[config.mk]
export PLATFORM = sky130hd
export DESIGN_NAME = pcent_ctrl
export DESIGN_NICKNAME = d
export VERILOG_FILES = /design/src/hw/rtl/pcent_pkg.sv /design/src/hw/rtl/pcent_ctrl.sv
export SDC_FILE = /design/constraint.sdc
export NUM_CORES = 1
export LEC_CHECK = 0
export BUFFER_PORTS_ARGS = -buffer_cell sky130_fd_sc_hd__buf_2
export CAP_MARGIN = 25
export CORE_ASPECT_RATIO = 0.75
export CORE_MARGIN = 3
export CORE_UTILIZATION = 47
export DETAILED_ROUTE_END_ITERATION = 10
export HOLD_SLACK_MARGIN = 0.15
export PLACE_DENSITY_LB_ADDON = 0.05
export RECOVER_POWER = 50
export SLEW_MARGIN = 20
export SYNTH_ARGS = -nofsm -noshare
export SYNTH_HDL_FRONTEND = slang
export SYNTH_SLANG_ARGS = --single-unit
[constraint.sdc]
create_clock -name clock -period 1.65 [get_ports clock]
set_input_delay 0.165 -clock clock [delete_from_list [all_inputs] [get_ports clock]]
set_output_delay 0.165 -clock clock [all_outputs]
set_load 0.05 [all_outputs]
[src/hw/rtl/pcent_pkg.sv]
`timescale 1ns / 1ps

package pcent_pkg;

   localparam int COORD_BITS = 16;
   localparam int PROD_W     = 2 * COORD_BITS;
   localparam int CROSS_W    = 2 * COORD_BITS + 1;
   localparam int CSUM_W     = COORD_BITS + 1;
   localparam int WPROD_W    = CSUM_W + CROSS_W;
   localparam int DET_W      = 41;
   localparam int SUM_W      = 58;
   localparam int DEN_W      = DET_W + 2;
   localparam int STATUS_W   = 2;

   localparam logic [STATUS_W-1:0] STATUS_OK    = 2'd0;
   localparam logic [STATUS_W-1:0] STATUS_DEGEN = 2'd1;
   localparam logic [STATUS_W-1:0] STATUS_SAT   = 2'd2;

   typedef struct packed {
      logic load;
      logic close;
      logic acc;
      logic load_den;
      logic div_start;
      logic div_sel_y;
      logic save_x;
      logic save_y;
      logic push;
   } cmd_type;

   typedef struct packed {
      logic last;
      logic det_zero;
      logic over;
      logic div_done;
   } stat_type;

endpackage

[src/hw/rtl/pcent_ctrl.sv]
`timescale 1ns / 1ps

module pcent_ctrl import pcent_pkg::*; (
   input  logic     clock,
   input  logic     reset,
   input  logic     req_valid,
   output logic     req_ready,
   output logic     rsp_valid,
   input  logic     rsp_ready,
   input  stat_type stat,
   output cmd_type  cmd
);

   typedef enum logic [10:0] {
      ST_IDLE      = 11'b000_0000_0001,
      ST_MUL       = 11'b000_0000_0010,
      ST_SUB       = 11'b000_0000_0100,
      ST_MUL2      = 11'b000_0000_1000,
      ST_ACC       = 11'b000_0001_0000,
      ST_CHECK     = 11'b000_0010_0000,
      ST_DIVX_GO   = 11'b000_0100_0000,
      ST_DIVX_WAIT = 11'b000_1000_0000,
      ST_DIVY_GO   = 11'b001_0000_0000,
      ST_DIVY_WAIT = 11'b010_0000_0000,
      ST_OUT       = 11'b100_0000_0000
   } state_type;

   state_type state_ff, state_in;
   logic      close_ff, close_in;
   logic      valid_ff, valid_in;

   always_comb begin
      state_in = state_ff;
      close_in = close_ff;
      cmd      = '0;
      cmd.close = close_ff;
      case (state_ff)
         ST_IDLE: begin
            if (req_valid) begin
               cmd.load = 1'b1;
               close_in = 1'b0;
               state_in = ST_MUL;
            end
         end
         ST_MUL:  state_in = ST_SUB;
         ST_SUB:  state_in = ST_MUL2;
         ST_MUL2: state_in = ST_ACC;
         ST_ACC: begin
            cmd.acc = 1'b1;
            if (stat.last && !close_ff) begin
               close_in = 1'b1;
               state_in = ST_MUL;
            end else if (stat.last) begin
               state_in = ST_CHECK;
            end else begin
               state_in = ST_IDLE;
            end
         end
         ST_CHECK: begin
            if (stat.over || stat.det_zero) begin
               state_in = ST_OUT;
            end else begin
               cmd.load_den = 1'b1;
               state_in     = ST_DIVX_GO;
            end
         end
         ST_DIVX_GO: begin
            cmd.div_start = 1'b1;
            state_in      = ST_DIVX_WAIT;
         end
         ST_DIVX_WAIT: begin
            if (stat.div_done) begin
               cmd.save_x = 1'b1;
               state_in   = ST_DIVY_GO;
            end
         end
         ST_DIVY_GO: begin
            cmd.div_start = 1'b1;
            cmd.div_sel_y = 1'b1;
            state_in      = ST_DIVY_WAIT;
         end
         ST_DIVY_WAIT: begin
            if (stat.div_done) begin
               cmd.save_y = 1'b1;
               state_in   = ST_OUT;
            end
         end
         ST_OUT: begin
            if (!valid_ff || rsp_ready) begin
               cmd.push = 1'b1;
               state_in = ST_IDLE;
            end
         end
         default: state_in = ST_IDLE;
      endcase
   end

   always_comb begin
      if (cmd.push) begin
         valid_in = 1'b1;
      end else if (rsp_ready) begin
         valid_in = 1'b0;
      end else begin
         valid_in = valid_ff;
      end
   end

   always_ff @(posedge clock) begin
      if (reset) begin
         state_ff <= ST_IDLE;
         close_ff <= 1'b0;
         valid_ff <= 1'b0;
      end else begin
         state_ff <= state_in;
         close_ff <= close_in;
         valid_ff <= valid_in;
      end
   end

   assign req_ready = (state_ff == ST_IDLE);
   assign rsp_valid = valid_ff;

endmodule

==> out/metrics.cfg <==
[timing]
post-route-min-period_ns=2.204
setup_viol=22
rsz0062_at_grt=yes
max_slew_margin_pct=59.95
fin_tns_setup_ns=-9.305
fin_ws_ns=-0.5540
slew_violations=0
max_freq_mhz=453.7
fin_crit_sh_pct=133.6
finalHoldViolCount=0
skew_ns=0.001446
tightestPinTransition_ns=0.6033

[synth]
synthSimpleGateAreaFrac_pct=38.05
synth_top_family_by_area=simple AND/OR/NAND/NOR gates
synthAdderAreaFrac_pct=0
postSynthAreaPerCell_um2=8.935
netlist.area_leader.share_pct=29.42
synth_cell_types=40
muxShareOfSynthArea_pct=1.132
synthTopCellsByArea=dfxtp_1, nor2_1, buf_4
yosysSeqAreaShare_pct=29.42
synth_cells=99
synth_commonest_cells=dfxtp_1, nor2_1, nor3_1
synth_warnings=0
ys_seq_elements=13
yosysMostFrequentCell=dfxtp_1
synth_edf_count=0
synthArstFlopShare_pct=0
synth_xor_area_share_pct=3.960
syn_area_um2=884.6
yosysTopAreaCell=dfxtp_1
synth-compound-area-share_pct=14.71
synth_ff_type=dfxtp_1
syn_nets=107

[global_route]
grt_antenna_before_repair=0
grt_max_degree=11
grt_overflow=0
grt_pass1_vias=1023
grt_pass1_wl_mm=5.050
gr-usage-all-layers_pct=27.30

[critical_path]
crit_required_ns=1.48
cp.arrival_ns=2.04
worst-path-max-fanout=5
crit_type=register to output port
slowest_delay_ns=0.56
critPathCaptureType=output port
start_kind=register
worstPathCellList=or4_4 -> buf_4 -> buf_8 -> nor2_4 -> nand3_4 -> nor2_4 -> buf_8
crit_slowest_cell=or4_4

[power_and_ir_drop]
peakVddDrop_v=0.001444
total_power_mw=1.656
power_density_mw_per_mm2=1104
p_leak_nw=0.6433

[floorplan]
rows=12
die_area_mm2=0.002444
initial_core_util_pct=54.55
ioPinCount=19
dieWidth_um=56.10
core-area_mm2=0.001622
die_y_um=43.57

[cts]
numCtsBuffers=3
cts_tree=built
clk_pin_slew_ns=0.09
clkSinkCount=13
cts_buffer_depth=2
cts-root-buf=clkbuf_4
htree_levels=1
clk_latency_ns=0.31

[drt]
drt_first_pass_iters=4
drc=0
detail-route-antenna-nets=0
drt_iter0_drc=52
routed_wl_mm=3.570
wire_per_inst_um=21.00
num_vias=1063
viasPerCell=6.253

[worst_hold_path]
min_path_type=input port to register

[outcome]
status=complete, but fails checks
failed_checks=negative setup slack

[final_layout]
stdcell_area_mm2=0.001500
synthToLayoutAreaGrowth_pct=69.59
layout-drive-gt1-share_pct=61.74
n_fill_cell=59
nets=158
antennaDiodeCount=0

[placed_design]
place_area_mm2=0.001186
gp_congestion=0.8514
dpl.hpwl_mm=1.847
port_buffers=18

[run]
cap_violations=0

==> per-layer routing <==
| metal | GRT usage (%) | wire length (um) |
|---|---|---|
| met1 | 30.44 | 1316 |
| met2 | 47.79 | 1702 |
| met3 | 7.440 | 345 |
| met4 | 15.17 | 205 |
| met5 | 0 | 0 |
==> layout by cell type (no fill, tap or decap), types with 2 or more instances in the layout <==
cell type,instances
and2_1,2
and3_1,3
and3_4,2
buf_2,8
buf_4,26
buf_6,13
buf_8,5
clkbuf_4,3
dfxtp_1,10
dfxtp_2,3
inv_1,4
nand2_1,3
nand2b_1,2
nand4_1,2
nor2_1,6
nor2_4,6
nor3_1,4
nor3_4,2
nor4b_1,3
o21ai_0,3
o22ai_1,2
or4_4,2
xor2_1,3
==> per-stage QoR <==
step	utilization (%)	setup WS, ns	hold WS (ns)	instances
floorplan	-	-0.4480	0.3263	99
global placement	73.15	-0.2970	0.4671	156
detailed placement	73.15	-0.3510	0.4703	156
CTS	88.43	-0.4965	0.1949	166
global route	92.52	-0.6377	0.1850	170
finish	92.52	-0.5540	0.1787	170
==> logic make-up after synthesis <==
| group | count (synthesis) |
|---|---|
| buf+inv | 12 |
| xor+xnor | 4 |
| mux | 1 |
| simple gates | 53 |
| compound gates | 16 |
| flops | 13 |
==> where the power goes <==
group	internal (mW)	leakage (nW)	switching, mW
Clock	0.0909	0.0177	0.131
Combinational	0.536	0.520	0.535
Sequential	0.342	0.106	0.0215
Total	0.969	0.643	0.687
==> registers in the layout, summed over array words and instances (netlist names) <==
name,flops
state_ff,11
rsp_valid,1
close_ff,1
==> path summary, 6_finish.rpt <==
check,start,cells past startpoint,slack (ns),to
worst max-delay path,state_ff[0],7,-0.55,cmd[0]
worst min-delay path,stat[2],3,0.18,state_ff[6]
worst max register to register,state_ff[0],9,-0.51,state_ff[4]
worst min register to register,close_ff,2,0.59,state_ff[5]
==> final cells by class <==
cell class	count	area, um2	area share, %
tap	21	26.28	1.751
sequential	13	264.0	17.60
inverter	4	15.01	1.001
clock inverter	1	5.005	0.3336
clock buffer	3	22.52	1.501
multi-input combinational	74	696.9	46.46
timing repair buffer	54	470.5	31.36
==> repair_timing <==
| action | in CTS | in global routing |
|---|---|---|
| setup endpoints to repair | 22 | 22 |
| hold buffers | 1 | 0 |
| setup buffers | 5 | 6 |
| pin swaps | 13 | 16 |
| endpoints found under the hold margin | 1 | 0 |
| resized for setup | 45 | 9 |
==> worst max-delay path, delay by kind of cell (launching register included) <==
family                 cells  cell delay, ns
DFF                        1            0.34
buffers and inverters      3            0.46
and+or+nand+nor            4            0.93
No activity file was read; power rests on OpenSTA's default activity.
